--- src/design/trrgb_pkg.sv ---
package trrgb_pkg;

    // Sample width default and limits of the log unit
    localparam int SAMPLE_BITS_DEF = 12;
    localparam int LEVEL_W         = 8;

    // Fixed-point log2: Q30 mantissa, 28 fraction bits
    localparam int FRAC_BITS   = 28;
    localparam int M_W         = 31;
    localparam int SAT_RATIO   = 10000;
    localparam int SAT_RATIO_W = 14;

    // ln2 in Q32, T0 in hundredths of a kelvin
    localparam logic [31:0] LN2_Q32       = 32'd2977044472;
    localparam logic [14:0] T0_HUND       = 15'd29815;
    localparam int          KELVIN_OFFSET = 27315;

    // Beta equation: kelvin*100 = NUMER / (BASE_DEN +/- T0*ln)
    localparam int DEN_W = 48;
    localparam int N_W   = 62;
    localparam int Q_W   = 18;
    localparam logic [DEN_W-1:0] BASE_DEN = DEN_W'(64'd419000 << FRAC_BITS);
    localparam logic [N_W-1:0]   NUMER    = N_W'(64'd12492485000 << FRAC_BITS);

    // Result format
    localparam int TEMP_W = 17;
    localparam logic signed [TEMP_W-1:0] TEMP_SAT_HI = 17'sd65535;
    localparam logic signed [TEMP_W-1:0] TEMP_ZERO_K = -17'sd27315;

    // Configuration port
    localparam int DATA_W    = 32;
    localparam int APB_AW    = 5;
    localparam int CFG_N     = 6;
    localparam int CFG_W     = 16;
    localparam int CFG_IDX_W = 3;
    localparam int CFG_DEPTH = 1;

    typedef enum logic [CFG_IDX_W-1:0] {
        REG_RED_MIN   = 3'd0,
        REG_RED_MAX   = 3'd1,
        REG_GREEN_MIN = 3'd2,
        REG_GREEN_MAX = 3'd3,
        REG_BLUE_MIN  = 3'd4,
        REG_BLUE_MAX  = 3'd5
    } cfg_idx_t;

    // All six limits as one row, register index i at slice i
    typedef logic [CFG_N-1:0][CFG_W-1:0] cfg_row_t;

    localparam cfg_row_t CFG_RESET_ROW =
        {16'd0, 16'd100, 16'd0, 16'd100, 16'd0, 16'd100};

    // One squaring step of the log2 fraction: {fraction bit, new mantissa}
    function automatic logic [M_W:0] sq_step(input logic [M_W-1:0] m);
        logic [2*M_W-1:0] sq;
        logic [M_W:0]     t;
        sq = {{M_W{1'b0}}, m} * {{M_W{1'b0}}, m};
        t  = sq[M_W-1 +: M_W+1];
        if (t[M_W]) begin
            return {1'b1, t[M_W:1]};
        end
        return {1'b0, t[M_W-1:0]};
    endfunction

endpackage

--- src/design/trrgb_ram.sv ---
module trrgb_ram #(
    parameter int WIDTH = 32,
    parameter int DEPTH = 2,
    localparam int AW = (DEPTH > 1) ? $clog2(DEPTH) : 1
) (
    input  logic             aclk,
    input  logic             we,
    input  logic [AW-1:0]    waddr,
    input  logic [WIDTH-1:0] wdata,
    input  logic [AW-1:0]    raddr,
    output logic [WIDTH-1:0] rdata
);

    logic [WIDTH-1:0] mem [0:DEPTH-1];
    logic [WIDTH-1:0] rdata_reg;

    // write port, registered read (old data on a same-address write)
    always_ff @(posedge aclk) begin
        if (we) begin
            mem[waddr] <= wdata;
        end
        rdata_reg <= mem[raddr];
    end

    assign rdata = rdata_reg;

endmodule

--- src/design/trrgb_cfg.sv ---
module trrgb_cfg (
    input  logic                          aclk,
    input  logic                          aresetn,
    input  logic                          psel,
    input  logic                          penable,
    input  logic                          pwrite,
    input  logic [trrgb_pkg::APB_AW-1:0]  paddr,
    input  logic [trrgb_pkg::DATA_W-1:0]  pwdata,
    output logic [trrgb_pkg::DATA_W-1:0]  prdata,
    output trrgb_pkg::cfg_row_t           limits
);
    import trrgb_pkg::*;

    logic [CFG_IDX_W-1:0] idx;
    logic                 hit;
    logic                 wr;
    cfg_row_t             rd_data;
    cfg_row_t             row_live;
    cfg_row_t             row_next;
    cfg_row_t             last_row_reg;
    logic                 fwd_reg, fwd_next;
    logic                 valid_reg, valid_next;

    assign idx = paddr[APB_AW-1:2];
    assign hit = (idx <= CFG_IDX_W'(REG_BLUE_MAX));
    assign wr  = psel && penable && pwrite;

    // live row: reset values until first write, last write forwarded
    always_comb begin
        if (!valid_reg) begin
            row_live = CFG_RESET_ROW;
        end else if (fwd_reg) begin
            row_live = last_row_reg;
        end else begin
            row_live = rd_data;
        end
    end

    // read-modify-write of the one row
    always_comb begin
        row_next = row_live;
        if (wr && hit) begin
            row_next[idx] = pwdata[CFG_W-1:0];
        end
        fwd_next   = wr && hit;
        valid_next = valid_reg || (wr && hit);
    end

    trrgb_ram #(
        .WIDTH ($bits(cfg_row_t)),
        .DEPTH (CFG_DEPTH)
    ) u_ram (
        .aclk  (aclk),
        .we    (wr && hit),
        .waddr ('0),
        .wdata (row_next),
        .raddr ('0),
        .rdata (rd_data)
    );

    always_ff @(posedge aclk) begin
        if (!aresetn) begin
            fwd_reg   <= 1'b0;
            valid_reg <= 1'b0;
        end else begin
            fwd_reg   <= fwd_next;
            valid_reg <= valid_next;
        end
    end

    always_ff @(posedge aclk) begin
        last_row_reg <= row_next;
    end

    // read back, sign-extended
    always_comb begin
        prdata = '0;
        if (hit) begin
            prdata = {{(DATA_W-CFG_W){row_live[idx][CFG_W-1]}}, row_live[idx]};
        end
    end

    assign limits = row_live;

endmodule

--- config.mk ---
export PLATFORM = sky130hd
export DESIGN_NAME = trrgb_cfg
export DESIGN_NICKNAME = d
export VERILOG_FILES = /design/src/design/trrgb_pkg.sv /design/src/design/trrgb_ram.sv /design/src/design/trrgb_cfg.sv
export SDC_FILE = /design/constraint.sdc
export NUM_CORES = 1
export LEC_CHECK = 0
export ABC_AREA = 1
export BUFFER_PORTS_ARGS = -buffer_cell sky130_fd_sc_hd__buf_4
export CORE_MARGIN = 2
export CORE_UTILIZATION = 45
export DETAILED_ROUTE_END_ITERATION = 12
export GPL_TIMING_DRIVEN = 1
export PLACE_DENSITY = 0.72
export RECOVER_POWER = 100
export SYNTH_ARGS = -nofsm -noshare
export SYNTH_HDL_FRONTEND = slang
export SYNTH_SLANG_ARGS = --single-unit
--- constraint.sdc ---
create_clock -name aclk -period 6.8 [get_ports aclk]
set_input_delay 1.02 -clock aclk [delete_from_list [all_inputs] [get_ports aclk]]
set_output_delay 1.02 -clock aclk [all_outputs]
set_load 0.01 [all_outputs]
Word-level counts from Yosys, hierarchy flattened
Memories as Yosys holds them, arrays and structs flattened. A register that Yosys moved wholly into a read port is not among the register bits.
Index checks and enable logic that the tools add are counted.
Operators by class
  bitwise gates (word level): 0
  equality and inequality tests: 0
  reductions and logical operators: 5
  $add $sub $neg: 0
  multiply operators: 0
  order comparisons: 3
  div/mod/pow operators: 0
  shift-type cells: 0
  muxes and demuxes: 11
Operators with widths (count)
  two-way mux 96 bit: 3
  bitwise mux 96 bit: 1
  binary-select mux 16 bit (select 3 bit): 1
  demux 16 bit (select 3 bit): 1
  two-way mux 16 bit: 2
  two-way mux 32 bit: 1
  logical AND 1 bit: 4
  less-than comparator 3 x 4 -> 1 bit (second input constant): 1
  greater-or-equal comparator 3 x 1 -> 1 bit (second input constant): 1
  less-or-equal comparator 3 bit (second input constant): 1
  two-way mux 1 bit: 2
  logical OR 1 bit: 1
Word-level totals
  bits in registers: 98
  bits in latches: 0
  memories kept: 1
  ROM bits: 0
  word-level logic and storage cells: 28
  input bits: 42
  memory bits (writable): 96
  output and inout port bits: 128
Memories
  u_ram.mem: depth 1, width 96, read ports 1, clocked after Yosys merged registers in 1, write ports 1, RTL line trrgb_ram.sv:14  | logic [WIDTH-1:0] mem [0:DEPTH-1];

Logic depth before layout (Yosys ltp)
Gate-level depths: netlist of run 1.
  depth in word-level cells: 6
  depth in mapped cells: 11
  depth with buffers taken out: 8

By module
From an unflattened synthesis of run 1, not the netlist that was laid out.
Unflattened totals
  cells, all modules: 1311
  area, all modules: 11250.8 µm²
By module, submodules not included
  trrgb_cfg: area each 6446.2 µm², cells each 1119, seq. area each 1961.9 µm², times used 1
  trrgb_ram: area each 4804.6 µm², cells each 192, seq. area each 4804.6 µm², times used 1

Worst setup path before layout of run 1
No wires, ideal clock.
  kind: input port to flip-flop
  from: input port psel
  to: memory u_ram.mem[0][69] (netlist name), data pin
  arrival time: 4.989 ns
  stages on the path: 6
  setup time: 0.271 ns
  slack: 1.541 ns
  path buffers: 1
  data required time: 6.529 ns
  cells stage by stage: nand3_1 -> a21oi_2 -> nand4_1 -> clkbuf_1 -> nand2_1 -> o21ai_0
RTL lines
  start, declared: RTL line trrgb_cfg.sv:4  | input logic psel,
  end, declared: RTL line trrgb_ram.sv:14

Final worst setup path of run 1
  from: input port paddr[2] (netlist name)
  to: output port prdata[22] (netlist name)
Between the ends
  word-level cells in the longest chain between the ends: 3
  elaborated cells between the ends (all ways): 4
  those cells by class: order compare (1); mux (3)
RTL lines
  start, declared: RTL line trrgb_cfg.sv:7  | input logic [trrgb_pkg::APB_AW-1:0] paddr,
  binary-select mux 16 bit (select 3 bit): RTL line trrgb_cfg.sv:79  | prdata = {{(DATA_W-CFG_W){row_live[idx][CFG_W-1]}}, row_live[idx]};
  two-way mux 16 bit (not written as such): RTL line trrgb_cfg.sv:79
  two-way mux 32 bit (*): RTL line trrgb_cfg.sv:78  | if (hit) begin
  end, declared: RTL line trrgb_cfg.sv:9  | output logic [trrgb_pkg::DATA_W-1:0] prdata,
Every way passes the cells marked *; elsewhere a longest branch is shown, timed or not. The select of a mux whose other input is x is not followed.

==> metrics.txt, run 1 <==
Worst-path clk slew=0.06 ns; initial antenna violation count=0; crit share post-route=81.3%; Max Clock Skew=0.0228 ns; Synth warnings=0; TritonRoute pass-1 iters=5; Clock Latency Late Sink=0.57 ns; CTS sink count=290; Hold WS=0.330 ns; Compound-Gate Fraction of Synth Area=4.99%; critical path startpoint category=input port; starting density of the core=45.8%; power per cell area=284 nW/um^2; failing checks=capacitance limit, slew limit; Area Growth Syn to Fin=16.0%; nets=1477; DP Wirelength=19200 um; sequential fraction of the synthesis area=60.9%; Final Slew Violations=190; critical path peak fanout=20; Gate Count Post-Synth=1313; Crit path arrival time=4.51 ns; clk root buf=clkbuf_16; worst slack, placed=2.69 ns; grt total ovfl=0; Post CTS Setup Buffer Count=0; fin util=53.1%; Hold Fails Final Rpt=0; Die Ht=161 um; routability cong.=0.857; CTS H-tree lvls=1; diode count=0; Reg2Reg Depth=6; mapped cell area=11100 sq um; R2R setup slack=3.05 ns; # resized after CTS=0; VDD IR max=0.182 mV; cts bufs inserted=30; Multi-input gate area=3050 sq um; final wirelength=29600 um; layout filler cell count=2362; largest net degree at the start of global routing=71; # DRC=0; mux contribution to synthesized area=0%; max cap viols=6; simple-gate share of the synthesized area=22.4%; first-pass GRT wire length=44500 um; combinational family with the most area after synthesis=simple AND/OR/NAND/NOR gates; Hold Crit Class=reg -> reg; Worst Setup End Kind=primary output; Die W=161 um; CP Class=in -> out; Setup TNS=0 ns; placed insts=1727; Synth Area in Adders=0%; commonest cells after routing, fill and taps aside=nand2_1, inv_1, dfxtp_1; Core Region=24200 sq um; Max clock buf depth=3; layout cell share with drive strength beyond 1=7.97%; Mean Syn Cell Area=8.46 sq um; vias in the first global route=8149; GRT Util Overall=22.2%; minimum clock period=5.53 ns; actual slew at the worst max-slew pin=3.49 ns; Routed Antenna Nets=0; Worst Slack Setup Final=1.27 ns; initial DRC count=728; status=complete, but fails checks; fmax=0.181 GHz; CTS tree=yes; Slew headroom=-133%; post-synth cell types=25; CP Launch Point=paddr[2]; FF/Latch Area=6770 sq um; endpoints failing setup=0; Hold-fix buffers, CTS=0; FF+latch count, synth=290; Post-Synth XOR/XNOR Area=0%; die area=25900 sq um; port bufs=151; CP Capture Point=prdata[22]; RSZ-0062 raised after global routing=false; row count=57; Reg2Reg Capture Point=u_ram.mem[0][94]; per-cell routed wire length=16.6 um; RR Startpoint=fwd_reg; Worst Path Required=5.78 ns; Post-Layout Cell Count=1780; via count=8741; leakage dissipation=5.90 nW; # IOs=170; commonest non-fill, non-tap cell in the layout=nand2_1; syn nets=1355; vias per cell=4.91
==> cells by family after synthesis <==
kind of cell	Yosys count
DFF	290
AOI/OAI and AO/OA	110
buffers and inverters	323
and+or+nand+nor	590
==> synth_stat cells (all sizes together) <==
master  count  area (sq um)
and3        2          12.5
inv       246           923
nand3      94           470
nor2       46           173
clkinv      1          3.75
or2        27           169
nor4        2          33.8
nand4      11          68.8
buf        43           244
edfxtp     96          2880
nor3        4          41.3
o21ai      96           480
clkbuf     33           125
a21oi      14          73.8
dfxtp     194          3880
nand2     404          1520
==> area by class of cell <==
class | count | share of cell area [%]
inverter | 247 | 7.20
clock inverter | 6 | 0.350
multi-input combinational | 700 | 23.7
tap | 324 | 3.15
sequential | 290 | 52.6
clock buffer | 47 | 7.19
timing repair buffer | 166 | 5.89
==> worst max-delay path, stage by stage <==
cell and delay [ns]:
clkbuf_1 1.05, inv_1 0.45, nor3_1 0.95, buf_4 0.35
nand2_1 0.08, nand2_1 0.06, nor2_1 0.05, nand2_1 0.10
inv_1 0.19, clkbuf_1 0.19
==> through the flow <==
stage,power [mW],area [sq um]
6_report,3.65,12900
5_1_grt,3.78,12900
4_1_cts,3.71,13400
3_5_place_dp,2.13,12400
3_3_place_gp,2.13,12400
2_1_floorplan,2.03,11100
==> how the worst min path moves through the flow <==
| stage | from | endpoint | cells after the start |
|---|---|---|---|
| floorplan | u_ram.mem[0][0] | u_ram.rdata[0] | 0 |
| global placement | u_ram.mem[0][64] | u_ram.rdata[64] | 0 |
| detailed placement | u_ram.mem[0][48] | u_ram.rdata[48] | 0 |
| CTS | u_ram.mem[0][66] | u_ram.rdata[66] | 0 |
| global route | u_ram.mem[0][67] | u_ram.rdata[67] | 0 |
| finish | u_ram.mem[0][66] | u_ram.rdata[66] | 0 |
==> per-layer routing <==
| metal | up-vias | part of all wire (%) | GRT usage (%) |
|---|---|---|---|
| li1 | 4254 | - | - |
| met4 | 0 | 3.2 | 8.12 |
| met5 | - | 0 | 0 |
| met2 | 398 | 46 | 36.0 |
| met1 | 4022 | 41 | 30.0 |
| met3 | 67 | 9.0 | 4.01 |
==> power by group <==
group          total, mW  switching [mW]  internal (mW)
logic              0.228           0.163         0.0656
registers           1.84          0.0127           1.83
clock network       1.58           0.654          0.929
(Power assumes the default switching activity.)
==> inputs of run 2 (changes only) <==
Clock period 6.8 ns to 5.8 ns, I/O delays scaled along.
==> metrics.txt, run 2 (synthesis results as in run 1) <==
status=complete, but fails checks; failing checks=capacitance limit, slew limit; Final Slew Violations=82; starting density of the core=45.8%; worst hold path cell count=0; actual slew at the worst max-slew pin=1.93 ns; Slew headroom=-28.4%; CTS H-tree lvls=1; leakage dissipation=5.91 nW; Worst Path Required=4.93 ns; CP bufs+invs=3; top sig layer=met4; TritonRoute pass-1 iters=6; # DRC=0; nets=1476; Post-Layout Cell Count=1780; GRT Util Overall=21.9%; R2R setup slack=2.62 ns; RR Startpoint=fwd_reg; port bufs=151; initial antenna violation count=0; critical path startpoint category=flop; commonest non-fill, non-tap cell in the layout=nand2_1; first-pass GRT wire length=44200 um; Core Region=24200 sq um; wire length on met3=2100 um; VDD IR max=0.185 mV; met2 WL post-DR=13600 um; Max Clock Skew=0.0138 ns; slowest CP cell=dfxtp_1; Die Ht=161 um; Overall Power=4.42 mW; Hold-fix buffers, CTS=0; CTS sink count=290; FF/Latch Area=6770 sq um; Multi-input gate area=3060 sq um; clk root buf=clkbuf_16; grt total ovfl=0; CP Class=reg -> out; largest net degree at the start of global routing=74; Worst Setup End Kind=primary output; CP top delay family=buffers and inverters; Worst-path clk slew=0.06 ns; max cap viols=2; layout filler cell count=2362; minimum clock period=4.62 ns; endpoints failing setup=0; row count=57; Largest stage delay, worst path=1.00 ns; RSZ-0062 raised after global routing=false; vias in the first global route=8084; Setup TNS=0 ns; Crit path top cell by count=nand2_1; crit share post-route=79.7%; power per cell area=342 nW/um^2; diode count=0; Hold Fails Final Rpt=0; via count=8603; layout cell share with drive strength beyond 1=7.55%; Hold Crit Class=reg -> reg; cts bufs inserted=29; routability cong.=0.832; Die W=161 um; crit path cell chain=clkinv_1 > nor2_1 > nand2_1 > nand2_1 > nand3_1 > nand2_1 > nand2_1 > inv_1 > clkbuf_1; # resized after CTS=0; Clock Latency Late Sink=0.54 ns; critical path peak fanout=25; Crit path arrival time=3.75 ns; Reg2Reg Depth=6; Max clock buf depth=3; initial DRC count=772; Post CTS Setup Buffer Count=0; wire length on met1=12800 um; Area Growth Syn to Fin=16.5%; final wirelength=29400 um; placed insts=1727; origin of the worst min-delay path=u_ram.mem[0][73]; Routed Antenna Nets=0; per-cell routed wire length=16.5 um; commonest cells after routing, fill and taps aside=nand2_1, inv_1, dfxtp_1; Reg2Reg Capture Point=u_ram.mem[0][76]; CTS tree=yes; die area=25900 sq um; DP Wirelength=19200 um; Worst Hold End=u_ram.rdata[73]; fmax=0.216 GHz; # IOs=170; vias per cell=4.83
run 2: changes by cell type in the layout (fill, tap and decap cells not counted), sizes merged:
cell,previous run,this run
buf,35,30
bufinv,0,5
run 2: final cells by class:
class	instances	area share (%)
Clock buffer	42	6.63
Tap cell	324	3.13
Timing Repair Buffer	166	5.73
Clock inverter	11	1.41
Inverter	247	7.17
Multi-Input combinational cell	700	23.6
Sequential cell	290	52.3
run 2: where the power goes:
group | switching (mW) | total (mW) | internal [mW]
sequential | 0.0143 | 2.16 | 2.15
combinational | 0.192 | 0.267 | 0.0750
clock | 0.751 | 2.00 | 1.24
total | 0.957 | 4.42 | 3.47
run 2: metrics by stage:
stage               utilization (%)  instance area, sq um  hold WS (ns)  worst slack (ns)
floorplan                         -                 11100         0.323             0.691
global placement               51.2                 12400         0.324              1.89
detailed placement             51.2                 12400         0.327              1.85
CTS                            55.5                 13500         0.340              1.68
global route                   53.3                 12900         0.344             0.870
finish                         53.3                 12900         0.336              1.18
run 2: routing by layer:
metal / vias up / GRT usage, %
met1: 3928 / 30.0
met5: - / 0
li1: 4254 / -
met3: 54 / 3.26
met2: 367 / 36.0
met4: 0 / 7.35
run 2: worst max-delay path by stage:
stage / from / to / slack (ns) / cells after the start
CTS: valid_reg / prdata[24] / 1.68 / 9
finish: valid_reg / prdata[24] / 1.18 / 9
floorplan: psel / u_ram.mem[0][69] / 0.69 / 6
global route: valid_reg / prdata[24] / 0.87 / 9
detailed placement: paddr[2] / prdata[24] / 1.85 / 10
global placement: paddr[2] / prdata[16] / 1.89 / 10
==> inputs of run 3 (changes only) <==
Clock period 5.8 ns to 4.6 ns, I/O delays scaled along.
==> metrics.txt, run 3 (synthesis results as in run 1) <==
via count=8575; Post CTS Setup Buffer Count=0; vias in the first global route=8075; # resized after CTS=0; # DRC=0; Clock Latency Late Sink=0.54 ns; port bufs=151; first-pass GRT wire length=44700 um; Crit path arrival time=3.26 ns; diode count=0; nets=1482; FF/Latch Area=6770 sq um; critical path startpoint category=flop; placed insts=1733; routability cong.=0.828; design area=12900 sq um; starting density of the core=45.8%; actual slew at the worst max-slew pin=2.49 ns; Hold Fails Final Rpt=0; Worst Slack Setup Final=0.647 ns; minimum clock period=3.95 ns; Core Region=24200 sq um; GRT Util Overall=22.2%; RSZ-0062 raised after global routing=false; Worst-path clk slew=0.06 ns; vias per cell=4.80; VDD IR max=0.322 mV; leakage dissipation=5.91 nW; Worst Setup End Kind=primary output; layout cell share with drive strength beyond 1=8.08%; power per cell area=426 nW/um^2; R2R setup slack=1.90 ns; max cap viols=4; clk root buf=clkbuf_16; TritonRoute pass-1 iters=5; Setup TNS=0 ns; status=complete, but fails checks; Slew headroom=-65.7%; layout filler cell count=2324; Routed Antenna Nets=0; CTS tree=yes; largest net degree at the start of global routing=55; failing checks=capacitance limit, slew limit; placed cell areas=12500 sq um; Area Growth Syn to Fin=16.2%; Final Slew Violations=134; DP Wirelength=19500 um; initial antenna violation count=0; Post-Layout Cell Count=1785; CTS sink count=290; Hold Crit Class=reg -> reg; grt total ovfl=0; Worst Path Required=3.91 ns; CTS H-tree lvls=1; fmax=0.253 GHz; CP Class=reg -> out; crit share post-route=85.9%; commonest non-fill, non-tap cell in the layout=nand2_1; Max clock buf depth=3; commonest cells after routing, fill and taps aside=nand2_1, inv_1, dfxtp_1; per-cell routed wire length=16.5 um; final wirelength=29500 um; critical path peak fanout=34; Die W=161 um; Die Ht=161 um; initial DRC count=890; row count=57; cts bufs inserted=29; Max Clock Skew=0.0104 ns; worst slack, placed=1.40 ns; die area=25900 sq um; Hold-fix buffers, CTS=0; Multi-input gate area=3010 sq um; endpoints failing setup=0; # IOs=170
## run 3: stage by stage
step           utilization [%]  total power, mW  hold WS, ns
6_report                  53.2             5.49        0.335
5_1_grt                   53.2             5.67        0.343
4_1_cts                   55.4             5.57        0.341
3_5_place_dp              51.4             3.16        0.327
3_3_place_gp              51.4             3.15        0.323
2_1_floorplan                -             2.99        0.323
## run 3: worst max-delay path, stage by stage, from the launching register on
cell and delay (ns):
dfxtp_1 1.28, buf_4 0.54, nand3_1 0.30, nand2_1 0.12
nand2_1 0.06, nor2_1 0.13, nand2_1 0.08, inv_1 0.05
clkbuf_1 0.15
## run 3: area by class of cell
type,instances,share of cell area (%)
Tap cell,324,3.14
Clock buffer,37,6.09
Sequential cell,290,52.5
Timing Repair Buffer,172,6.15
Clock inverter,15,1.57
Inverter,247,7.19
Multi-Input combinational cell,700,23.4
## run 3: path summary, 6_finish.rpt
path	startpoint	end	cells past startpoint
setup reg to reg	valid_reg	u_ram.mem[0][37]	6
hold reg to reg	u_ram.mem[0][2]	u_ram.rdata[2]	0
hold / removal	u_ram.mem[0][2]	u_ram.rdata[2]	0
setup / recovery	valid_reg	prdata[1]	8
## run 3: metal layers
| layer | up-vias | GRT usage, % | share of wire [%] |
|---|---|---|---|
| met4 | 0 | 6.25 | 2.4 |
| met5 | - | 0 | 0 |
| li1 | 4267 | - | - |
| met1 | 3914 | 30.6 | 43 |
| met3 | 51 | 3.18 | 7.9 |
| met2 | 343 | 36.9 | 47 |
## run 3: report_power, final
group	internal (mW)	switching, mW
logic	0.0972	0.235
registers	2.71	0.0215
clock network	1.48	0.950
